$ cat src/hw/rtl/blhpwm_pkg.sv
// Shared types and constants of the burst-limited heater PWM block.
// Used by blhpwm_cfg, blhpwm_ctrl and burst_limited_heater_pwm; no dependencies.
package blhpwm_pkg;

   localparam int CNT_BITS      = 16;
   localparam int CMP_BITS      = CNT_BITS + 1;
   localparam int TEMP_BITS     = 16;
   localparam int BAND_BITS     = TEMP_BITS + 2;
   localparam int HYST_BITS     = 15;
   localparam int PRE_BITS      = 16;
   localparam int REP_BITS      = 16;
   localparam int DUTY_BITS     = 7;
   localparam int CSR_ADDR_BITS = 3;
   localparam int CSR_DATA_BITS = 16;
   localparam int PROD_BITS     = 24;
   localparam int QPROD_BITS    = 2 * PROD_BITS;

   // Division by one hundred as a multiply by a rounded-up reciprocal. Exact for
   // every product of a 17-bit period and a duty below one hundred.
   localparam logic [PROD_BITS-1:0] DIV100_MUL   = 24'd10737419;
   localparam int                   DIV100_SHIFT = 30;

   localparam logic [DUTY_BITS-1:0] DUTY_FULL = 7'd100;

   // Busy count loaded while the start compare settles after reset or a register write.
   localparam logic [1:0] CFG_SETTLE = 2'd2;

   localparam logic signed [TEMP_BITS-1:0] RST_TARGET_TEMP = 16'sd5000;
   localparam logic [HYST_BITS-1:0]        RST_HYSTERESIS  = 15'd10;
   localparam logic [PRE_BITS-1:0]         RST_PRESCALE    = 16'd79;
   localparam logic [CNT_BITS-1:0]         RST_PERIOD_TOP  = 16'd60000;
   localparam logic [DUTY_BITS-1:0]        RST_DUTY        = 7'd100;
   localparam logic [REP_BITS-1:0]         RST_PULSES      = 16'd4;
   localparam logic [CMP_BITS-1:0]         RST_COMPARE     = 17'd60001;

   typedef enum logic [1:0] {
      OP_TICK   = 2'd0,
      OP_SAMPLE = 2'd1,
      OP_FAULT  = 2'd2,
      OP_NONE   = 2'd3
   } op_type;

   typedef enum logic [CSR_ADDR_BITS-1:0] {
      CSR_TARGET_TEMP = 3'd0,
      CSR_HYSTERESIS  = 3'd1,
      CSR_PRESCALE    = 3'd2,
      CSR_PERIOD_TOP  = 3'd3,
      CSR_DUTY        = 3'd4,
      CSR_PULSES      = 3'd5
   } csr_idx_type;

   typedef struct packed {
      logic signed [TEMP_BITS-1:0] target_temp;
      logic [HYST_BITS-1:0]        hysteresis;
      logic [PRE_BITS-1:0]         prescale_div;
      logic [CNT_BITS-1:0]         period_top;
      logic [REP_BITS-1:0]         pulses_minus_one;
      logic [CMP_BITS-1:0]         start_compare;
   } cfg_type;

   typedef struct packed {
      logic output_enabled;
      logic burst_running;
      logic heater_level;
   } res_type;

endpackage

$ cat src/hw/rtl/blhpwm_cfg.sv
// Configuration registers and the burst start compare value derived from them.
// Depends on blhpwm_pkg.
module blhpwm_cfg (
   input  logic                                   clock,
   input  logic                                   reset,
   input  logic                                   csr_we,
   input  logic [blhpwm_pkg::CSR_ADDR_BITS-1:0]   csr_addr,
   input  logic [blhpwm_pkg::CSR_DATA_BITS-1:0]   csr_wdata,
   output blhpwm_pkg::cfg_type                    cfg,
   output logic                                   busy
);

   logic signed [blhpwm_pkg::TEMP_BITS-1:0] target_ff, target_in;
   logic [blhpwm_pkg::HYST_BITS-1:0]        hyst_ff, hyst_in;
   logic [blhpwm_pkg::PRE_BITS-1:0]         prescale_ff, prescale_in;
   logic [blhpwm_pkg::CNT_BITS-1:0]         top_ff, top_in;
   logic [blhpwm_pkg::DUTY_BITS-1:0]        duty_ff, duty_in;
   logic [blhpwm_pkg::REP_BITS-1:0]         pulses_ff, pulses_in;
   logic [1:0]                              settle_ff, settle_in;
   logic [blhpwm_pkg::PROD_BITS-1:0]        prod_ff, prod_in;
   logic [blhpwm_pkg::CMP_BITS-1:0]         start_ff, start_in;
   logic [blhpwm_pkg::CMP_BITS-1:0]         top_plus_one;
   logic [blhpwm_pkg::DUTY_BITS-1:0]        duty_off;
   logic [blhpwm_pkg::QPROD_BITS-1:0]       qprod;

   always_comb begin
      target_in   = target_ff;
      hyst_in     = hyst_ff;
      prescale_in = prescale_ff;
      top_in      = top_ff;
      duty_in     = duty_ff;
      pulses_in   = pulses_ff;
      if (csr_we) begin
         unique case (blhpwm_pkg::csr_idx_type'(csr_addr))
            blhpwm_pkg::CSR_TARGET_TEMP: begin
               target_in = $signed(csr_wdata[blhpwm_pkg::TEMP_BITS-1:0]);
            end
            blhpwm_pkg::CSR_HYSTERESIS: begin
               hyst_in = csr_wdata[blhpwm_pkg::HYST_BITS-1:0];
            end
            blhpwm_pkg::CSR_PRESCALE: begin
               prescale_in = csr_wdata[blhpwm_pkg::PRE_BITS-1:0];
            end
            blhpwm_pkg::CSR_PERIOD_TOP: begin
               top_in = csr_wdata[blhpwm_pkg::CNT_BITS-1:0];
            end
            blhpwm_pkg::CSR_DUTY: begin
               duty_in = csr_wdata[blhpwm_pkg::DUTY_BITS-1:0];
            end
            blhpwm_pkg::CSR_PULSES: begin
               pulses_in = csr_wdata[blhpwm_pkg::REP_BITS-1:0];
            end
            default: begin
            end
         endcase
      end
   end

   always_comb begin
      if (csr_we) begin
         settle_in = blhpwm_pkg::CFG_SETTLE;
      end else if (settle_ff != 2'd0) begin
         settle_in = settle_ff - 2'd1;
      end else begin
         settle_in = settle_ff;
      end
   end

   // The start compare is recomputed every cycle in two registered steps:
   // (top + 1) * (100 - duty), then the division by one hundred.
   assign top_plus_one = {1'b0, top_ff} + blhpwm_pkg::CMP_BITS'(1);
   assign duty_off     = blhpwm_pkg::DUTY_FULL - duty_ff;
   assign prod_in      = blhpwm_pkg::PROD_BITS'(top_plus_one)
                         * blhpwm_pkg::PROD_BITS'(duty_off);
   assign qprod        = blhpwm_pkg::QPROD_BITS'(prod_ff)
                         * blhpwm_pkg::QPROD_BITS'(blhpwm_pkg::DIV100_MUL);

   always_comb begin
      priority if (duty_ff >= blhpwm_pkg::DUTY_FULL) begin
         start_in = blhpwm_pkg::CMP_BITS'(1);
      end else if (duty_ff == '0) begin
         start_in = top_plus_one;
      end else begin
         start_in = blhpwm_pkg::CMP_BITS'(qprod >> blhpwm_pkg::DIV100_SHIFT);
      end
   end

   always_ff @(posedge clock) begin
      if (reset) begin
         target_ff   <= blhpwm_pkg::RST_TARGET_TEMP;
         hyst_ff     <= blhpwm_pkg::RST_HYSTERESIS;
         prescale_ff <= blhpwm_pkg::RST_PRESCALE;
         top_ff      <= blhpwm_pkg::RST_PERIOD_TOP;
         duty_ff     <= blhpwm_pkg::RST_DUTY;
         pulses_ff   <= blhpwm_pkg::RST_PULSES;
         settle_ff   <= blhpwm_pkg::CFG_SETTLE;
      end else begin
         target_ff   <= target_in;
         hyst_ff     <= hyst_in;
         prescale_ff <= prescale_in;
         top_ff      <= top_in;
         duty_ff     <= duty_in;
         pulses_ff   <= pulses_in;
         settle_ff   <= settle_in;
      end
   end

   always_ff @(posedge clock) begin
      prod_ff  <= prod_in;
      start_ff <= start_in;
   end

   assign busy = (settle_ff != 2'd0);

   assign cfg.target_temp      = target_ff;
   assign cfg.hysteresis       = hyst_ff;
   assign cfg.prescale_div     = prescale_ff;
   assign cfg.period_top       = top_ff;
   assign cfg.pulses_minus_one = pulses_ff;
   assign cfg.start_compare    = start_ff;

endmodule

$ cat src/hw/rtl/blhpwm_ctrl.sv
// Thermostat, burst and PWM counter state, updated once per word.
// Depends on blhpwm_pkg.
module blhpwm_ctrl (
   input  logic                                   clock,
   input  logic                                   reset,
   input  logic                                   advance,
   input  blhpwm_pkg::op_type                     op,
   input  logic signed [blhpwm_pkg::TEMP_BITS-1:0] temperature,
   input  blhpwm_pkg::cfg_type                    cfg,
   output blhpwm_pkg::res_type                    res
);

   logic                                running_ff, running_in;
   logic                                oe_ff, oe_in;
   logic [blhpwm_pkg::CNT_BITS-1:0]     step_ff, step_in;
   logic [blhpwm_pkg::PRE_BITS-1:0]     pre_ff, pre_in;
   logic [blhpwm_pkg::REP_BITS-1:0]     rep_ff, rep_in;
   logic [blhpwm_pkg::CMP_BITS-1:0]     cmp_ff, cmp_in;
   logic [blhpwm_pkg::CMP_BITS-1:0]     top_plus_one;
   logic signed [blhpwm_pkg::BAND_BITS-1:0] temp_ext, band_hi, band_lo, target_ext, hyst_ext;

   assign top_plus_one = {1'b0, cfg.period_top} + blhpwm_pkg::CMP_BITS'(1);
   assign temp_ext   = $signed({{2{temperature[blhpwm_pkg::TEMP_BITS-1]}}, temperature});
   assign target_ext = $signed({{2{cfg.target_temp[blhpwm_pkg::TEMP_BITS-1]}},
                                cfg.target_temp});
   assign hyst_ext   = $signed({3'b000, cfg.hysteresis});
   assign band_hi    = target_ext + hyst_ext;
   assign band_lo    = target_ext - hyst_ext;

   always_comb begin
      running_in = running_ff;
      oe_in      = oe_ff;
      step_in    = step_ff;
      pre_in     = pre_ff;
      rep_in     = rep_ff;
      cmp_in     = cmp_ff;
      unique case (op)
         blhpwm_pkg::OP_TICK: begin
            if (running_ff) begin
               if (pre_ff < cfg.prescale_div) begin
                  pre_in = pre_ff + blhpwm_pkg::PRE_BITS'(1);
               end else begin
                  pre_in = '0;
                  if (step_ff >= cfg.period_top) begin
                     step_in = '0;
                     if (rep_ff == '0) begin
                        running_in = 1'b0;
                     end else begin
                        rep_in = rep_ff - blhpwm_pkg::REP_BITS'(1);
                     end
                  end else begin
                     step_in = step_ff + blhpwm_pkg::CNT_BITS'(1);
                  end
               end
            end
         end
         blhpwm_pkg::OP_SAMPLE: begin
            // A burst that ended by itself leaves the output enabled until now.
            if (!running_ff && oe_ff) begin
               oe_in  = 1'b0;
               cmp_in = top_plus_one;
            end
            if (temp_ext > band_hi) begin
               if (running_ff) begin
                  running_in = 1'b0;
                  oe_in      = 1'b0;
                  cmp_in     = top_plus_one;
               end
            end else if (temp_ext < band_lo && !running_ff) begin
               cmp_in     = cfg.start_compare;
               step_in    = '0;
               pre_in     = '0;
               rep_in     = cfg.pulses_minus_one;
               oe_in      = 1'b1;
               running_in = 1'b1;
            end
         end
         blhpwm_pkg::OP_FAULT: begin
            running_in = 1'b0;
            oe_in      = 1'b0;
         end
         blhpwm_pkg::OP_NONE: begin
         end
         default: begin
         end
      endcase
   end

   always_ff @(posedge clock) begin
      if (reset) begin
         running_ff <= 1'b0;
         oe_ff      <= 1'b0;
         step_ff    <= '0;
         pre_ff     <= '0;
         rep_ff     <= '0;
         cmp_ff     <= blhpwm_pkg::RST_COMPARE;
      end else if (advance) begin
         running_ff <= running_in;
         oe_ff      <= oe_in;
         step_ff    <= step_in;
         pre_ff     <= pre_in;
         rep_ff     <= rep_in;
         cmp_ff     <= cmp_in;
      end
   end

   assign res.heater_level   = oe_in && ({1'b0, step_in} >= cmp_in);
   assign res.burst_running  = running_in;
   assign res.output_enabled = oe_in;

`ifndef SYNTH
   // A burst only runs with the output enabled.
   a_run_has_enable: assert property (@(posedge clock) disable iff (reset)
      running_ff |-> oe_ff)
      else $error("burst running with output disabled");

   a_state_holds: assert property (@(posedge clock) disable iff (reset)
      !advance |=> $stable({running_ff, oe_ff, step_ff, pre_ff, rep_ff, cmp_ff}))
      else $error("state changed without a word");
`endif

endmodule

$ cat src/hw/rtl/burst_limited_heater_pwm.sv
// Burst-limited heater PWM controller with a hysteresis thermostat.
// A word on req_ carries an operation in req_tuser: tick, temperature sample
// or fault. Every accepted word gives one word on rsp_ with the heater pin,
// the burst running flag and the output enable after that operation.
// The csr_ port writes the six settings; the user must see that writes are taken
// only while no word is in flight, since the block does not enforce it.
// A word accepted on req_ passes the input register, then the result register,
// before it is shown on rsp_. Throughput is one word per cycle while rsp_tready
// is high and the start compare has settled; the state update is a single pass
// of logic between the two registers. After reset, and after every csr_ write,
// req_tready is low while the burst start compare settles (one multiply per cycle, two steps).
// Reset stops any burst, disables the output and parks the compare at the
// period top plus one. When rsp_tready is low the result word holds, the
// input register takes one more word and req_tready then drops.
// Depends on blhpwm_pkg, blhpwm_cfg and blhpwm_ctrl.
module burst_limited_heater_pwm (
   input  logic                                  clock,
   input  logic                                  reset,
   input  logic                                  req_tvalid,
   output logic                                  req_tready,
   input  logic [15:0]                           req_tdata,  // [15:0] temperature
   input  logic [1:0]                            req_tuser,  // [1:0] operation
   output logic                                  rsp_tvalid,
   input  logic                                  rsp_tready,
   // [0] heater_level, [1] burst_running, [2] output_enabled, [7:3] zero
   output logic [7:0]                            rsp_tdata,
   input  logic                                  csr_we,
   input  logic [blhpwm_pkg::CSR_ADDR_BITS-1:0]  csr_addr,
   input  logic [blhpwm_pkg::CSR_DATA_BITS-1:0]  csr_wdata
);

   blhpwm_pkg::cfg_type                     cfg;
   blhpwm_pkg::res_type                     res;
   logic                                    cfg_busy;
   logic                                    advance;
   logic                                    req_take;
   logic                                    in_valid_ff, in_valid_in;
   blhpwm_pkg::op_type                      op_ff;
   logic signed [blhpwm_pkg::TEMP_BITS-1:0] temp_ff;
   logic                                    rsp_valid_ff, rsp_valid_in;
   blhpwm_pkg::res_type                     rsp_res_ff;

   blhpwm_cfg u_cfg (
      .clock     (clock),
      .reset     (reset),
      .csr_we    (csr_we),
      .csr_addr  (csr_addr),
      .csr_wdata (csr_wdata),
      .cfg       (cfg),
      .busy      (cfg_busy)
   );

   blhpwm_ctrl u_ctrl (
      .clock       (clock),
      .reset       (reset),
      .advance     (advance),
      .op          (op_ff),
      .temperature (temp_ff),
      .cfg         (cfg),
      .res         (res)
   );

   assign advance    = in_valid_ff && (!rsp_valid_ff || rsp_tready);
   assign req_tready = !cfg_busy && !csr_we && (!in_valid_ff || advance);
   assign req_take   = req_tvalid && req_tready;

   always_comb begin
      if (req_take) begin
         in_valid_in = 1'b1;
      end else if (advance) begin
         in_valid_in = 1'b0;
      end else begin
         in_valid_in = in_valid_ff;
      end
   end

   always_comb begin
      if (advance) begin
         rsp_valid_in = 1'b1;
      end else if (rsp_tready) begin
         rsp_valid_in = 1'b0;
      end else begin
         rsp_valid_in = rsp_valid_ff;
      end
   end

   always_ff @(posedge clock) begin
      if (reset) begin
         in_valid_ff  <= 1'b0;
         rsp_valid_ff <= 1'b0;
      end else begin
         in_valid_ff  <= in_valid_in;
         rsp_valid_ff <= rsp_valid_in;
      end
   end

   always_ff @(posedge clock) begin
      if (req_take) begin
         op_ff   <= blhpwm_pkg::op_type'(req_tuser);
         temp_ff <= $signed(req_tdata[blhpwm_pkg::TEMP_BITS-1:0]);
      end
      if (advance) begin
         rsp_res_ff <= res;
      end
   end

   assign rsp_tvalid = rsp_valid_ff;
   assign rsp_tdata  = {5'b00000, rsp_res_ff};

`ifndef SYNTH
   a_pin_needs_enable: assert property (@(posedge clock) disable iff (reset)
      rsp_tvalid && rsp_tdata[0] |-> rsp_tdata[2])
      else $error("heater pin high with output disabled");

   a_no_take_after_write: assert property (@(posedge clock) disable iff (reset)
      csr_we |=> !(req_tvalid && req_tready))
      else $error("word taken before the start compare settled");

   a_result_follows: assert property (@(posedge clock) disable iff (reset)
      advance |=> rsp_tvalid)
      else $error("processed word not presented");
`endif

endmodule
$ cat config.mk
export PLATFORM = sky130hd
export DESIGN_NAME = burst_limited_heater_pwm
export DESIGN_NICKNAME = d
export VERILOG_FILES = /design/src/hw/rtl/blhpwm_pkg.sv /design/src/hw/rtl/blhpwm_cfg.sv /design/src/hw/rtl/blhpwm_ctrl.sv /design/src/hw/rtl/burst_limited_heater_pwm.sv
export SDC_FILE = /design/constraint.sdc
export NUM_CORES = 2
export LEC_CHECK = 0
export CELL_PAD_IN_SITES_DETAIL_PLACEMENT = 0
export CELL_PAD_IN_SITES_GLOBAL_PLACEMENT = 1
export CORE_MARGIN = 3
export CORE_UTILIZATION = 37
export DETAILED_ROUTE_END_ITERATION = 8
export DONT_BUFFER_PORTS = 1
export PLACE_DENSITY = 0.76
export REMOVE_ABC_BUFFERS = 1
export SLEW_MARGIN = 30
export SYNTH_ARGS = -nofsm -noshare
export SYNTH_HDL_FRONTEND = slang
export SYNTH_SLANG_ARGS = --single-unit
$ cat constraint.sdc
create_clock -name clock -period 6.32 [get_ports clock]
set_clock_uncertainty 0.05 [all_clocks]
set_input_delay 0.632 -clock clock [delete_from_list [all_inputs] [get_ports clock]]
set_output_delay 0.632 -clock clock [all_outputs]
set_load 0.005 [all_outputs]
Word level (Yosys, flattened, before mapping)
Cells that the tools add are included.
{ "word_totals": {"ff_bits": 219} }
{ "classes": {"addsub": 8, "multipliers": 2, "magnitude_cmp": 6, "eq_ne": 13, "mux": 40, "reduce_logical": 31} }
{ "ops": {"columns": ["operator", "count"], "rows": [
  ["16-bit 2-to-1 mux", 15],
  ["17-bit 2-to-1 mux", 6],
  ["16-bit one-hot mux with 2 select lines", 3],
  ["24-bit by 24-bit multiplier with 47-bit output, second input constant", 1],
  ["16-bit by 1-bit adder with 16-bit output, second input constant", 2],
  ["17-bit by 7-bit multiplier with 24-bit output", 1],
  ["16-bit by 1-bit adder with 17-bit output, second input constant", 1],
  ["16-bit by 16-bit adder with 17-bit output", 1],
  ["16-bit by 17-bit >= comparator with 1-bit output", 1],
  ["16-bit by 17-bit greater-than comparator with 1-bit output", 1],
  ["16-bit by 17-bit < comparator with 1-bit output", 1],
  ["16-bit by 16-bit subtractor with 17-bit output", 1],
  ["16-bit >= comparator", 1],
  ["16-bit logical NOT", 1],
  ["16-bit < comparator", 1],
  ["16-bit by 1-bit subtractor with 16-bit output, second input constant", 1],
  ["1-bit 2-to-1 mux", 14],
  ["2-bit AND reduction", 6],
  ["8-bit AND reduction", 1],
  ["2-bit nonzero test", 4],
  ["7-bit >= comparator, second input constant", 1],
  ["1-bit logical AND", 7],
  ["7-bit logical NOT", 1],
  ["7-bit subtractor, first input constant", 1],
  ["other kinds (16)", 27]
]} }

Longest topological paths before layout
{ "logic_depth": {"ltp_word": 8, "mapped_depth": 33, "ltp_nobuf": 32} }

By module
A second synthesis with hierarchy kept.
{ "hier_totals": {"cells_unflattened": 3274, "hier_area_um2": 28048.2} }
{ "modules_own_cells": {"columns": ["mod", "n_inst", "cells_per_inst", "area_per_inst_um2", "seq_area_each_um2"], "rows": [
  ["blhpwm_cfg", 1, 2085, 18786.8, 2582.5],
  ["blhpwm_ctrl", 1, 1151, 8489.4, 1341.3],
  ["burst_limited_heater_pwm", 1, 38, 772.0, 670.6]
]} }

Worst setup path before layout
No wires, ideal clock.
{ "synth_timing": {"kind": "reg2reg", "startpoint": "register u_cfg.prod_ff[8] (netlist name)", "endpoint": "register u_cfg.start_ff[6] (netlist name)", "setup_time_ns": 0.070, "t_arrival_ns": 6.199, "path_slack_ns": 0.001, "path_stages_with_launch": 22, "path_buffers": 0, "period_less_slack_ns": 6.319, "path_cell_list": "dfxtp_1 > ha_1 > fa_1 > inv_1 > fa_1 > fa_1 > inv_1 > fa_1 > inv_1 > fa_1 > inv_1 > fa_1 > ha_1 > a21oi_1 > o21ai_1 > o311ai_0 > a211oi_1 > a21boi_0 > o21ai_1 > a21boi_0 > or3_1 > a21oi_1"} }
{ "synth_via": {"elab_chain_len": 2} }
{ "synth_lines": {"columns": ["element", "line_no", "text"], "rows": [
  ["from (decl)", "blhpwm_cfg.sv:20", "logic [blhpwm_pkg::PROD_BITS-1:0] prod_ff, prod_in;"],
  ["from (signal assigned)", "blhpwm_cfg.sv:109", "prod_ff <= prod_in;"],
  ["24-bit by 24-bit multiplier with 47-bit output", "blhpwm_cfg.sv:76", "* blhpwm_pkg::QPROD_BITS'(blhpwm_pkg::DIV100_MUL);"],
  ["17-bit 2-to-1 mux", "blhpwm_cfg.sv:81", "end else if (duty_ff == '0) begin"],
  ["to (signal assigned)", "blhpwm_cfg.sv:110", "start_ff <= start_in;"],
  ["to (decl)", "blhpwm_cfg.sv:21", "logic [blhpwm_pkg::CMP_BITS-1:0] start_ff, start_in;"]
]} }
Every way passes these cells.
A chain may end at the register's enable or synchronous reset.

Worst setup path after layout
{ "layout_timing": {"startpoint": "register u_cfg.prod_ff[10] (netlist name)", "endpoint": "register u_cfg.start_ff[4] (netlist name)"} }
Same word-level chain as after synthesis.

==> flow_summary.json <==
{
  "tightest_slew_ps": 918.3,
  "ctsLongestPathBuffers": 3,
  "clock_sinks": 219,
  "dr.first_iter.drc_count": 1291,
  "ys_types": 88,
  "setup_viol": 0,
  "ios": 52,
  "worst_hold_path_type": "input pin to flip-flop",
  "min_from": "csr_we",
  "antenna_found_initial": 0,
  "start_util_pct": 37.80,
  "row_count": 97,
  "critical_path_arrival_ps": 6510,
  "r2r_slack_ps": 200,
  "final_antenna_net_count": 0,
  "wire_per_inst_um": 18.22,
  "io_buffers": 0,
  "die_x_um": 274.9,
  "cts_tree": "built",
  "cts_root_buffer": "clkbuf_16",
  "hold_violations": 0,
  "setup_ws_ps": 199.1,
  "cts_inserted_buffers": 30,
  "critical_path.max_fanout": 4,
  "firstDrtPassIters": 5,
  "end_kind": "flip-flop",
  "die_area_mm2": 0.07555,
  "vias": 21208,
  "min_path_cells": 1,
  "crit_type": "flip-flop to flip-flop",
  "netlist_instances": 2974,
  "worstRegToRegCells": 22,
  "max_freq_mhz": 163.4,
  "synth_seq_cells": 219,
  "grt_start_max_net_pins": 118,
  "gr-usage-all-layers_pct": 19.76,
  "rsz0062_at_grt": "yes",
  "cp-start-kind": "flip-flop",
  "grt_pass1_vias": 21282,
  "grt_overflow": 0,
  "period_share_pct": 96.85,
  "syn_to_final_growth_pct": 14.85,
  "synthesis.area_mm2": 0.02674,
  "die_y_um": 274.9,
  "gp_congestion": 0.8993,
  "dp_slack_ps": -158.0,
  "dp_hpwl_um": 60070,
  "drive_gt1_share_pct": 12.34,
  "yosysWarnings": 0,
  "n_antenna_cell": 0,
  "holdWs_ps": 42.49,
  "drv_slew": 0,
  "holdPathEnd": "u_cfg.settle_ff[0]",
  "maxCapViolCount": 0,
  "clock_latency_ps": 610,
  "vias_per_cell": 5.194,
  "postCtsHoldBufs": 0,
  "grt_pass1_wl_um": 118100,
  "cp_data_required_time_ps": 6710,
  "ys.flop_type": "dfxtp_1",
  "path_clk_slew_ps": 60,
  "core-area_mm2": 0.07076,
  "avgSynthCellArea_um2": 8.993,
  "drc": 0,
  "nets": 3897,
  "routed_wl_um": 74380,
  "status": "completed",
  "synth_edf_count": 21,
  "max-slew-margin-rel_pct": 38.34,
  "fill_cells": 6922,
  "seq_area_frac_synth_pct": 17.18,
  "timing.rr.start": "u_cfg.prod_ff[10]",
  "ctsHtreeMaxLevel": 1,
  "async_reset_ff_share_pct": 0,
  "reg2reg_to": "u_cfg.start_ff[4]",
  "post-route-util_pct": 43.41,
  "post-route-min-period_ps": 6121
}
-- cell type report --
cell class	count	area, µm²	share of cell area [%]
Multi-Input combinational cell	2230	20540	66.86
Sequential cell	219	4613	15.02
Timing Repair Buffer	220	1713	5.576
Inverter	419	1573	5.120
Tap cell	940	1176	3.829
Clock buffer	40	859.6	2.798
Clock inverter	15	246.5	0.8024
-- worst max-delay path, stage by stage (launching register included) --
cell and delay (ps):
dfxtp_2 340, buf_4 140, buf_4 150, fa_1 460, ha_1 210, fa_1 510
fa_1 560, inv_1 60, fa_1 550, inv_1 60, fa_1 450, fa_1 540
ha_4 210, a21o_1 150, a21o_1 180, a21oi_2 140, nor4b_4 290, buf_4 170
a21oi_1 70, o21a_1 200, or3_1 300, nand3_1 110, a21oi_1 70
-- kinds of logic (layout without fill, tap and decap cells) --
logic type               Yosys count  count (layout)  share of synthesized area [%]
AND/OR/NAND/NOR                  774             774                          13.34
adder cells (fa/ha/maj)          735             735                          42.81
AO/OA/AOI/OAI                    570             570                          13.98
buffers and inverters            529             694                          7.607
flip-flops                       219             219                          17.18
XOR/XNOR                          92              92                          3.013
multiplexers                      54              54                          2.054
other                              1               5                        0.01402
-- cells in the mapped netlist (10+ instances only) --
cell type	instances	share of area, %
a211oi_1	20	0.56
a21o_1	36	1.0
a21oi_1	181	3.4
a311oi_1	12	0.39
a31oi_1	23	0.54
and2_1	15	0.35
and3_1	28	0.65
buf_4	10	0.28
clkbuf_1	84	1.2
dfxtp_1	198	15
edfxtp_1	21	2.4
fa_1	300	22
ha_1	435	20
inv_1	418	5.9
mux2i_1	47	1.8
nand2_1	351	4.9
nand2b_1	17	0.40
nand3_1	65	1.2
nand4_1	31	0.73
nor2_1	141	2.0
nor2b_1	24	0.56
nor3_1	35	0.65
o211ai_1	41	1.2
o21a_1	17	0.48
o21ai_0	93	1.7
o21ai_1	12	0.22
o311ai_0	14	0.46
o31ai_1	19	0.53
or3_1	18	0.42
xnor2_1	71	2.3
xor2_1	21	0.69
-- per-layer routing --
layer	vias to the layer above	wire [µm]	global-route usage (%)	share of wire, %
li1	10380	-	-	-
met1	10228	34490	27.20	46
met2	482	33840	31.91	45
met3	118	3674	3.340	4.9
met4	0	2371	5.753	3.2
met5	-	0	0	0
-- cells in the final DEF, fill, tap and decap left out, types with 24 or more instances in the layout --
cell       instances
ha_1             420
inv_1            415
nand2_1          351
fa_1             297
buf_4            212
dfxtp_1          185
a21oi_1          174
nor2_1           139
o21ai_0           81
xnor2_1           70
nand3_1           63
mux2i_1           46
o211ai_1          41
a21o_1            36
nor3_1            32
clkbuf_16         32
nand4_1           31
and3_1            27
nor2b_1           24
-- worst max path at each step --
| stage | from | endpoint | slack [ps] | cells after the start |
|---|---|---|---|---|
| floorplan | u_cfg.target_ff[0] | rsp_tdata[0] | -550 | 29 |
| global placement | u_cfg.prod_ff[10] | u_cfg.start_ff[7] | -100 | 22 |
| detailed placement | u_cfg.prod_ff[10] | u_cfg.start_ff[7] | -160 | 21 |
| CTS | u_cfg.prod_ff[12] | u_cfg.start_ff[15] | 5 | 23 |
| global route | u_cfg.hyst_ff[1] | rsp_tdata[0] | -70 | 33 |
| finish | u_cfg.prod_ff[10] | u_cfg.start_ff[4] | 200 | 22 |
-- registers in the layout, summed over array words and instances (netlist names), 16 cells and up --
signal and count:
temp_ff 16, u_cfg.prescale_ff 16, u_cfg.prod_ff 24, u_cfg.pulses_ff 16, u_cfg.start_ff 17, u_cfg.target_ff 16, u_cfg.top_ff 16, u_ctrl.cmp_ff 17
u_ctrl.pre_ff 16, u_ctrl.rep_ff 16, u_ctrl.step_ff 16
-- metrics by stage --
step / instances / instance area (µm²) / TNS [ps]
6_report: 4083 / 30720 / 0
5_1_grt: 4083 / 30720 / -124.5
4_1_cts: 4067 / 30210 / 0
3_5_place_dp: 4012 / 29050 / -632.6
3_3_place_gp: 4012 / 29050 / -268.5
2_1_floorplan: 2868 / 26300 / -549.0
-- repair_timing --
action,in CTS,in global routing
gates cloned,0,1
gates resized for setup,13,85
pin swaps,6,64
setup endpoints to repair,9,16
buffers inserted,0,15
Power is left out: the tool's default activity adds up to more than one toggle a clock period on the data nets, which glitch-free logic cannot reach.
